**src/rrte_pkg.sv**
```systemverilog
// types, codes and helpers for the route table engine
package rrte_pkg;

	localparam int unsigned TABLE_DEPTH_DEFAULT = 32;
	localparam logic [7:0] INFINITY_RESET = 8'd16;
	localparam logic [7:0] RIP_VERSION = 8'd2;
	localparam logic [7:0] PKT_REQUEST = 8'd1;
	localparam logic [7:0] PKT_RESPONSE = 8'd2;

	localparam logic [1:0] ST_OK = 2'd0;
	localparam logic [1:0] ST_VERSION_ERR = 2'd1;
	localparam logic [1:0] ST_COMMAND_ERR = 2'd2;
	localparam logic [1:0] ST_TABLE_FULL = 2'd3;

	localparam logic KIND_STATUS = 1'b0;
	localparam logic KIND_ROUTE = 1'b1;

	typedef enum logic [1:0] {
		CMD_HEADER,
		CMD_ROUTE,
		CMD_TIMEOUT,
		CMD_ADVERTISE
	} cmd_t;

	typedef enum logic [2:0] {
		S_IDLE,
		S_LOOK_RD,
		S_LOOK_CMP,
		S_DUMP_RD,
		S_DUMP_CMP,
		S_FLUSH
	} state_t;

	typedef struct packed {
		logic [31:0] dest;
		logic [31:0] mask;
		logic [31:0] hop;
		logic [7:0]  metric;
		logic [7:0]  iface;
	} entry_t;

	typedef struct packed {
		logic        kind;
		logic [1:0]  status;
		logic [31:0] dest;
		logic [31:0] mask;
		logic [31:0] hop;
		logic [7:0]  metric;
		logic        last;
	} res_t;

	function automatic res_t make_status(logic [1:0] st);
		res_t r;
		r = '0;
		r.kind = KIND_STATUS;
		r.status = st;
		return r;
	endfunction

	function automatic res_t make_route(entry_t e);
		res_t r;
		r = '0;
		r.kind = KIND_ROUTE;
		r.status = ST_OK;
		r.dest = e.dest;
		r.mask = e.mask;
		r.hop = e.hop;
		r.metric = e.metric;
		return r;
	endfunction

endpackage

```
**src/rip_route_table_engine.sv**
```systemverilog
// RIPv2 route table engine: table memory, scan sequencer and result register
//
// Input channel (in_valid / in_stall): one beat per item, fields cmd .. iface.
// in_stall is high while an item is being worked on; the next item is taken
// only once the sequencer is back in idle.
// Output channel (out_valid / out_stall): one beat per result, last marks the
// final result of an item. Results sit in an output register, so the
// sequencer keeps scanning while one result waits to be taken.
// Config channel (cfg_valid / cfg_ready / cfg_data): writes infinity_metric;
// cfg_ready is always high, and writes belong in idle time.
// Lookups and dumps walk the table through one memory read port, one entry
// at a time, with a read state and then a compare state per entry. A header
// error, a response header, or a zero destination skips the table walk.
// A stalled receiver holds the result register; the dump pauses when a
// second result is ready and resumes once the register is free.
// Reset (arst_n low) empties the table, clears all valids and sets
// infinity_metric to 16; the table memory itself is not cleared.
module rip_route_table_engine #(
	parameter int unsigned TABLE_DEPTH = rrte_pkg::TABLE_DEPTH_DEFAULT
) (
	input  logic        clk,
	input  logic        arst_n,
	input  logic        in_valid,
	output logic        in_stall,
	input  logic [1:0]  cmd,
	input  logic [7:0]  pkt_version,
	input  logic [7:0]  pkt_command,
	input  logic [31:0] dest,
	input  logic [31:0] netmask,
	input  logic [31:0] metric_in,
	input  logic [31:0] sender_addr,
	input  logic [7:0]  iface,
	output logic        out_valid,
	input  logic        out_stall,
	output logic        kind,
	output logic [1:0]  status,
	output logic [31:0] route_dest,
	output logic [31:0] route_mask,
	output logic [31:0] route_next_hop,
	output logic [7:0]  route_metric,
	output logic        last,
	input  logic        cfg_valid,
	output logic        cfg_ready,
	input  logic [7:0]  cfg_data
);

	localparam int unsigned AW = (TABLE_DEPTH > 1) ? $clog2(TABLE_DEPTH) : 1;
	localparam int unsigned CW = $clog2(TABLE_DEPTH + 1);
	localparam logic [CW-1:0] FULL_COUNT = CW'(TABLE_DEPTH);

	rrte_pkg::entry_t mem [TABLE_DEPTH];
	rrte_pkg::entry_t rd_data_q;
	rrte_pkg::entry_t wr_entry;
	logic [AW-1:0]    rd_addr;
	logic [AW-1:0]    wr_addr;
	logic             wr_en;

	rrte_pkg::state_t state_q, state_d;
	logic [CW-1:0]    idx_q, idx_d, idx_dec;
	logic [CW-1:0]    count_q, count_d;
	logic [7:0]       inf_q;

	rrte_pkg::cmd_t   cmd_q;
	logic [31:0]      dest_q, mask_q, mi_q, snd_q;
	logic [7:0]       iface_q;
	logic [7:0]       new_metric;

	logic             pend_valid_q, pend_valid_d;
	rrte_pkg::res_t   pend_q, pend_d;
	rrte_pkg::res_t   emit_res;
	logic             out_valid_q;
	rrte_pkg::res_t   out_q;
	logic             emit, emit_last, out_free, accept;
	logic             hit;

	assign in_stall = (state_q != rrte_pkg::S_IDLE);
	assign accept = in_valid && !in_stall;
	assign cfg_ready = 1'b1;
	assign out_free = !out_valid_q || !out_stall;
	assign idx_dec = idx_q - 1'b1;
	assign hit = (rd_data_q.dest == dest_q) && (rd_data_q.mask == mask_q);
	assign new_metric = (mi_q >= {24'd0, inf_q}) ? inf_q : (mi_q[7:0] + 8'd1);

	// table memory, one write and one registered read per cycle
	always_ff @(posedge clk) begin
		if (wr_en) begin
			mem[wr_addr] <= wr_entry;
		end
		rd_data_q <= mem[rd_addr];
	end

	always_ff @(posedge clk or negedge arst_n) begin
		if (!arst_n) begin
			state_q <= rrte_pkg::S_IDLE;
			count_q <= '0;
			idx_q <= '0;
			pend_valid_q <= 1'b0;
			out_valid_q <= 1'b0;
			inf_q <= rrte_pkg::INFINITY_RESET;
		end else begin
			state_q <= state_d;
			count_q <= count_d;
			idx_q <= idx_d;
			pend_valid_q <= pend_valid_d;
			if (cfg_valid && cfg_ready) begin
				inf_q <= cfg_data;
			end
			if (emit) begin
				out_valid_q <= 1'b1;
			end else if (!out_stall) begin
				out_valid_q <= 1'b0;
			end
		end
	end

	always_comb begin
		emit_res = pend_q;
		emit_res.last = emit_last;
	end

	// payload registers
	always_ff @(posedge clk) begin
		pend_q <= pend_d;
		if (accept) begin
			cmd_q <= rrte_pkg::cmd_t'(cmd);
			dest_q <= dest;
			mask_q <= netmask;
			mi_q <= metric_in;
			snd_q <= sender_addr;
			iface_q <= iface;
		end
		if (emit) begin
			out_q <= emit_res;
		end
	end

	always_comb begin
		state_d = state_q;
		idx_d = idx_q;
		count_d = count_q;
		pend_valid_d = pend_valid_q;
		pend_d = pend_q;
		emit = 1'b0;
		emit_last = 1'b0;
		wr_en = 1'b0;
		wr_addr = idx_q[AW-1:0];
		wr_entry = rd_data_q;
		rd_addr = idx_q[AW-1:0];
		unique case (state_q)
			rrte_pkg::S_IDLE: begin
				if (accept) begin
					unique case (rrte_pkg::cmd_t'(cmd)) inside
						rrte_pkg::CMD_HEADER: begin
							pend_valid_d = 1'b1;
							state_d = rrte_pkg::S_FLUSH;
							if (pkt_version != rrte_pkg::RIP_VERSION) begin
								pend_d = rrte_pkg::make_status(rrte_pkg::ST_VERSION_ERR);
							end else if (pkt_command != rrte_pkg::PKT_REQUEST &&
								pkt_command != rrte_pkg::PKT_RESPONSE) begin
								pend_d = rrte_pkg::make_status(rrte_pkg::ST_COMMAND_ERR);
							end else begin
								pend_d = rrte_pkg::make_status(rrte_pkg::ST_OK);
								if (pkt_command == rrte_pkg::PKT_REQUEST) begin
									idx_d = count_q;
									state_d = rrte_pkg::S_DUMP_RD;
								end
							end
						end
						rrte_pkg::CMD_ROUTE, rrte_pkg::CMD_TIMEOUT: begin
							if (dest != 32'd0) begin
								idx_d = '0;
								state_d = rrte_pkg::S_LOOK_RD;
							end
						end
						rrte_pkg::CMD_ADVERTISE: begin
							pend_valid_d = 1'b0;
							idx_d = count_q;
							state_d = rrte_pkg::S_DUMP_RD;
						end
						default: begin
							state_d = rrte_pkg::S_IDLE;
						end
					endcase
				end
			end
			rrte_pkg::S_LOOK_RD: begin
				if (idx_q == count_q) begin
					state_d = rrte_pkg::S_IDLE;
					if (cmd_q == rrte_pkg::CMD_ROUTE) begin
						if (count_q == FULL_COUNT) begin
							pend_d = rrte_pkg::make_status(rrte_pkg::ST_TABLE_FULL);
							pend_valid_d = 1'b1;
							state_d = rrte_pkg::S_FLUSH;
						end else begin
							wr_en = 1'b1;
							wr_addr = count_q[AW-1:0];
							wr_entry = '{dest: dest_q, mask: mask_q, hop: snd_q,
								metric: new_metric, iface: iface_q};
							count_d = count_q + 1'b1;
						end
					end
				end else begin
					state_d = rrte_pkg::S_LOOK_CMP;
				end
			end
			rrte_pkg::S_LOOK_CMP: begin
				if (hit) begin
					state_d = rrte_pkg::S_IDLE;
					if (cmd_q == rrte_pkg::CMD_TIMEOUT) begin
						wr_en = 1'b1;
						wr_entry.metric = inf_q;
					end else if (rd_data_q.hop == snd_q) begin
						wr_en = 1'b1;
						wr_entry.metric = new_metric;
						wr_entry.iface = iface_q;
					end else if (mi_q < {24'd0, rd_data_q.metric}) begin
						wr_en = 1'b1;
						wr_entry.metric = new_metric;
						wr_entry.hop = snd_q;
						wr_entry.iface = iface_q;
					end
				end else begin
					idx_d = idx_q + 1'b1;
					state_d = rrte_pkg::S_LOOK_RD;
				end
			end
			rrte_pkg::S_DUMP_RD: begin
				if (idx_q == '0) begin
					state_d = rrte_pkg::S_FLUSH;
				end else begin
					rd_addr = idx_dec[AW-1:0];
					idx_d = idx_dec;
					state_d = rrte_pkg::S_DUMP_CMP;
				end
			end
			rrte_pkg::S_DUMP_CMP: begin
				if (rd_data_q.iface == iface_q) begin
					state_d = rrte_pkg::S_DUMP_RD;
				end else if (!pend_valid_q || out_free) begin
					emit = pend_valid_q;
					pend_d = rrte_pkg::make_route(rd_data_q);
					pend_valid_d = 1'b1;
					state_d = rrte_pkg::S_DUMP_RD;
				end
			end
			rrte_pkg::S_FLUSH: begin
				if (!pend_valid_q) begin
					state_d = rrte_pkg::S_IDLE;
				end else if (out_free) begin
					emit = 1'b1;
					emit_last = 1'b1;
					pend_valid_d = 1'b0;
					state_d = rrte_pkg::S_IDLE;
				end
			end
			default: begin
				state_d = rrte_pkg::S_IDLE;
			end
		endcase
	end

	assign out_valid = out_valid_q;
	assign kind = out_q.kind;
	assign status = out_q.status;
	assign route_dest = out_q.dest;
	assign route_mask = out_q.mask;
	assign route_next_hop = out_q.hop;
	assign route_metric = out_q.metric;
	assign last = out_q.last;

endmodule

```
**config.mk**
```make
export PLATFORM = sky130hd
export DESIGN_NAME = rip_route_table_engine
export DESIGN_NICKNAME = d
export VERILOG_FILES = /design/src/rrte_pkg.sv /design/src/rip_route_table_engine.sv
export SDC_FILE = /design/constraint.sdc
export NUM_CORES = 2
export LEC_CHECK = 0
export BUFFER_PORTS_ARGS = -buffer_cell sky130_fd_sc_hd__buf_2
export CORE_MARGIN = 2
export CORE_UTILIZATION = 60
export CTS_CLUSTER_SIZE = 28
export DETAILED_ROUTE_END_ITERATION = 8
export PLACE_DENSITY = 0.75
export SYNTH_ARGS = -nofsm -noshare
export SYNTH_HDL_FRONTEND = slang
export SYNTH_SLANG_ARGS = --single-unit
```
**constraint.sdc**
```tcl
create_clock -name clk -period 12.55 [get_ports clk]
set_clock_uncertainty 0.15 [all_clocks]
set_input_delay 3.765 -clock clk [delete_from_list [all_inputs] [get_ports clk]]
set_output_delay 3.765 -clock clk [all_outputs]
set_load 0.01 [all_outputs]
```
Yosys cells after proc, flatten, opt, wreduce, memory -nomap -nowiden
Memory sizes are Yosys's and may differ from the RTL's. A register that Yosys moved wholly into a read port is not among the register bits.
Index checks and enable logic that the tools add are counted.
{"block": "totals", "mem_count": 1, "elab_cells": 175, "ram_bits": 3584, "input_bits": 167, "reg_bits": 378}
{"block": "op_classes", "n_addsub": 4, "reduce_logical": 23, "bitwise_logic": 1, "n_eq_ne": 38, "order_cmp": 2, "mux": 81}
{"memory": "mem", "words": 32, "width": 112, "rd": 1, "rd_ports_with_merged_regs": 1, "write_ports": 1, "line": "rip_route_table_engine.sv:51", "source": "rrte_pkg::entry_t mem [TABLE_DEPTH];"}
{"operator": "108-bit 2-to-1 mux", "n": 7}
{"operator": "112-bit 2-to-1 mux", "n": 3}
{"operator": "108-bit one-hot mux with 3 select lines", "n": 1}
{"operator": "107-bit 2-to-1 mux", "n": 2}
{"operator": "32-bit equality test", "n": 3}
{"operator": "48-bit 2-to-1 mux", "n": 2}
{"operator": "48-bit one-hot mux with 2 select lines", "n": 1}
{"operator": "32-bit 2-to-1 mux", "n": 2}
{"operator": "64-bit 2-to-1 mux", "n": 1}
{"operator": "6-bit 2-to-1 mux", "n": 7}
{"operator": "3-bit 2-to-1 mux", "n": 12}
{"operator": "6-bit one-hot mux with 3 select lines", "n": 2}
{"operator": "32-bit by 8-bit greater-or-equal comparator with 1-bit output", "n": 1}
{"operator": "32-bit by 8-bit < comparator with 1-bit output", "n": 1}
{"operator": "32-bit nonzero test", "n": 1}
{"operator": "5-bit 2-to-1 mux", "n": 6}
{"operator": "1-bit 2-to-1 mux", "n": 25}
{"operator": "8-bit 2-to-1 mux", "n": 3}
{"operator": "3-bit inequality test (second input constant)", "n": 7}
{"operator": "2-bit inequality test (second input constant)", "n": 9}
{"operator": "3-bit one-hot mux with 6 select lines", "n": 1}
{"operator": "16-bit 2-to-1 mux", "n": 1}
{"operator": "8-bit by 2-bit inequality test with 1-bit output (second input constant)", "n": 2}
{"operator": "8-bit AND reduction", "n": 2}
{"operator": "other kinds (30)", "n": 47}

Longest topological paths before layout
{"block": "depth", "word_depth": 8, "depth_mapped": 14, "mapped_depth_nobuf": 10}

Least setup slack after synthesis
OpenSTA, ideal clock, no wires.
{"block": "synth_path", "path_kind": "input to register", "startpoint": "input port out_stall", "endpoint": "register pend_q, in the netlist emit_res[100], enable pin", "n_path_buf": 0, "path_slack_ns": -0.630, "cell_stages": 6, "arrival_time_ns": 12.305, "cell_sequence": "nand2_1 > nor2_1 > nor2_1 > a221oi_1 > or3b_2 > nor3b_1"}
{"block": "synth_between", "elab_chain_len": 5}
{"item": "start: declaration", "line": "rip_route_table_engine.sv:34", "source": "input logic out_stall,"}
{"item": "1-bit zero test"}
{"item": "1-bit logical OR", "line": "rip_route_table_engine.sv:79", "source": "assign out_free = !out_valid_q || !out_stall;"}
{"item": "1-bit logical OR", "line": "rip_route_table_engine.sv:239", "source": "end else if (!pend_valid_q || out_free) begin"}
{"item": "2-bit inequality test (no line)"}
{"item": "8-bit AND reduction (no line)"}
{"item": "end signal: assignment", "line": "rip_route_table_engine.sv:123", "source": "pend_q <= pend_d;"}
{"item": "end: declaration", "line": "rip_route_table_engine.sv:69", "source": "rrte_pkg::res_t pend_q, pend_d;"}
No other way between the ends.
A chain may end at the register's enable or synchronous reset.

Worst setup path after layout
{"block": "layout_path", "startpoint": "register state_q[2]", "endpoint": "output port in_stall"}
{"block": "layout_between", "elab_chain_len": 1}
{"item": "start: declaration", "line": "rip_route_table_engine.sv:58", "source": "rrte_pkg::state_t state_q, state_d;"}
{"item": "start signal: assignment", "line": "rip_route_table_engine.sv:94", "source": "state_q <= rrte_pkg::S_IDLE;"}
{"item": "start signal: assignment", "line": "rip_route_table_engine.sv:101", "source": "state_q <= state_d;"}
{"item": "3-bit nonzero test", "line": "rip_route_table_engine.sv:76", "source": "assign in_stall = (state_q != rrte_pkg::S_IDLE);"}
{"item": "end: declaration", "line": "rip_route_table_engine.sv:24", "source": "output logic in_stall,"}
No other way between the ends.

==> results.cfg <==
[status]
outcome = finished, violations left
failed_checks = max-capacitance violations, max-slew violations

[clocking]
ctsResizeCount = 0
clkTransAtPathRegs_ns = 0.06
numCtsBuffers = 392
clockBufferDepth = 4
post_cts.repair.setup_buffers = 0
h-tree-depth = 5
cts_tree = done
cts_root_buf = clkbuf_16
postCtsHoldBufs = 0
clk_latency_ns = 0.96
cts.sinks = 4074

[worst_setup_path]
worstPathArrival_ns = 3.54
path_buf_inv = 3
end_kind = output pin
startpoint = state_q[2]$_DFFE_PN0P_
rr_endpoint = mem[29][32]$_DFFE_PP_
reg2reg_from = dest_q[27]$_DFFE_PP_
r2r_setup_slack_ns = 5.40
cp.required_ns = 8.63
reg2regPathDepth = 10
cp_slowest_cell = nor3_1
cp_slowest_stage_delay_ns = 1.27
worstSetupStartpointType = register
crit_type = reg2out
path_max_fanout = 59
critical-path-top-delay-family = simple AND/OR/NAND/NOR gates
cp_cell_sequence = buf_4 -> nor3_1 -> inv_1 -> buf_2

[logic_synthesis]
yosys_warnings = 0
syn_area_per_cell_um2 = 16.15
ys_seq_area_frac = 0.7754
synth_top_flop_cell = edfxtp_1
synth_edf_count = 3937
synth_fp_nets = 9861
synth_top_family_by_area = multiplexers
synth_xor_area_frac = 0.007218
yosys.area_share.simple = 0.05859
synth_cell_types = 71
async_reset_ff_frac = 0.006136
syn-cell-area_um2 = 156200
synth_compound_area_frac = 0.06029
synth_seq_cells = 4074
synth-adder-area-share = 0.001843
synthMuxAreaShare = 0.07991
syn_inst = 9671

[sta]
final_max_slew_viol_count = 1
tns_ns = 0
setup_viol = 0
rsz0062_at_grt = no
layout_setup_ws_ns = 5.099
worst_pin_slew_ns = 1.499
fmax_ghz = 0.1342
period_share = 0.5937
hold_viol = 0
fin_crit_ns = 7.451
max-slew-margin-rel = -0.007101

[floorplan]
dieArea_um2 = 264400
placementRows = 187
core_area_um2 = 259200
die_w_um = 514.2
die_h_um = 514.2
pin_count = 278
initial_core_util = 0.6024

[placement]
post-place-ws_ns = 5.427
dp_hpwl_um = 231600
dpl_cell_area_um2 = 161300
io_buffers = 276
place_congestion = 0.8773

[final_layout]
seq_area_um2 = 121100
area_growth_pct = 11.38
fillCellCount = 16690
multiInputGateArea_um2 = 32840
stdcell_area_um2 = 174000
final_layout_size_suffix_gt1_frac = 0.1123
fin_nets = 10100

[routing]
first_iter_violations = 13230
vias = 92030
routedWlPerCell_um = 32.15
ant_nets = 0
drt-total-wl_um = 439600
drtPass1Iterations = 6
routed_via_density = 6.730
drc = 0

[grt]
grtUsageTotal = 0.3285
grt_pass1_wl_um = 626800
antenna_found_initial = 38
grt_pass1_vias = 89730
grt_max_degree = 141
grt_remaining_overflow = 0

[worst_hold_path]
worst_hold_path_type = reg2reg
hp-start = emit_res[69]$_DFFE_PP_
holdPathEnd = route_mask[28]$_DFFE_PP_
hold_depth = 0

[job]
drv_cap = 1

[power]
pwr_density_cell_nw_per_um2 = 261.4
peakVddDrop_uv = 407.8
leakagePower_nw = 60.25
design_power_total_w = 0.04547
## kinds of logic after synthesis
group	after synthesis
AOI/OAI and AO/OA	1562
xor gates and xnor gates	127
adders and majority gates	23
buffers and inverters	630
DFF	4074
muxes	1232
other	1
and+or+nand+nor	2022
## synth_stat cells (all sizes together) (4+ instances only)
library cell  count  share of area
and3            108         0.0043
o311ai          112         0.0063
or4             113         0.0054
a211o             5        0.00028
nand2          1386          0.033
a22o              4        0.00022
nand3            14        0.00045
a21o              9        0.00043
dfrtp            24         0.0038
o21ai            32         0.0010
nor2             79         0.0019
nand2b            7        0.00028
and2              4        0.00016
nand4            18        0.00072
dfxtp           112          0.014
nor3              9        0.00032
ha               23         0.0018
o31ai           114         0.0055
mux2i          1122          0.072
clkbuf          383         0.0092
o221ai            7        0.00039
buf             220         0.0069
a211oi            5        0.00024
or3b              4        0.00022
xor2             83         0.0047
xnor2            44         0.0026
nand3b            5        0.00032
a21oi           692          0.022
o22ai           557          0.022
edfxtp         3937           0.76
nor4            260          0.010
inv              25        0.00060
mux2            109         0.0079
nor4b             4        0.00022
## area by class of cell
type	count	share of cell area
repair buffers	450	0.01732
flip-flops and latches	4074	0.6961
well taps	3402	0.02447
diodes	32	0.0004603
clock buffers	523	0.06179
inverters	27	0.0005826
clock inverters	200	0.01047
multi-input cells	4967	0.1888
## through the flow
stage / std cells / hold slack, ns / util
2_1_floorplan: 9671 / 0.2503 / -
3_3_place_gp: 12920 / 0.2547 / 0.6222
6_report: 13680 / 0.2354 / 0.6710
3_5_place_dp: 12920 / 0.2545 / 0.6222
5_1_grt: 13660 / 0.2406 / 0.6709
4_1_cts: 13640 / 0.2385 / 0.6707
## state kept, by name (all words and copies together) (netlist names)
signal          flops
count_q             6
last                1
mi_q               32
emit_res          107
route_mask         32
state_q             3
inf_q               8
route_dest         32
status              2
mask_q             32
rd_data_q         112
kind                1
idx_q               6
iface_q             8
dest_q             32
mem              3584
out_valid           1
cmd_q               2
pend_valid_q        1
route_next_hop     32
snd_q              32
route_metric        8
## routing by layer
layer  vias up  share of wire  GRT usage
met4        14          0.071     0.1978
met2      6544           0.47     0.5169
met1     46080           0.35     0.4319
met3      1250           0.11    0.05867
met5         -        0.00019          0
li1      38150              -          -
## power breakdown
group / internal [W] / switching [W] / total, W
clock: 0.00657 / 0.00501 / 0.0116
sequential: 0.0175 / 0.000432 / 0.0180
combinational: 0.00476 / 0.0112 / 0.0159
## layout by cell type (no fill, tap or decap), types with 30 or more instances in the layout
| cell | n |
|---|---|
| o311ai_1 | 111 |
| o22ai_1 | 557 |
| buf_4 | 148 |
| mux2_1 | 32 |
| clkinv_2 | 69 |
| mux2_2 | 77 |
| nor4_1 | 259 |
| o31ai_1 | 113 |
| clkbuf_16 | 398 |
| a21oi_1 | 689 |
| clkbuf_8 | 32 |
| nor2_4 | 33 |
| clkinv_1 | 67 |
| and3_1 | 106 |
| diode_2 | 32 |
| or4_1 | 113 |
| xor2_1 | 83 |
| mux2i_1 | 1122 |
| nand2_1 | 1386 |
| xnor2_1 | 42 |
| buf_2 | 276 |
| nor2_1 | 46 |
| edfxtp_1 | 3937 |
| clkbuf_1 | 93 |
| o21ai_0 | 30 |
| dfxtp_1 | 112 |
## how the worst max path moves through the flow
stage | end | slack [ns] | cells after the start
after global routing | in_stall | 5.16 | 4
after CTS | in_stall | 5.29 | 4
after global placement | emit_res[53]$_DFFE_PP_ | 5.46 | 9
final | in_stall | 5.10 | 4
after floorplan | emit_res[100]$_DFFE_PP_ | 3.18 | 6
after detailed placement | emit_res[67]$_DFFE_PP_ | 5.43 | 9
(Power assumes the default switching activity.)
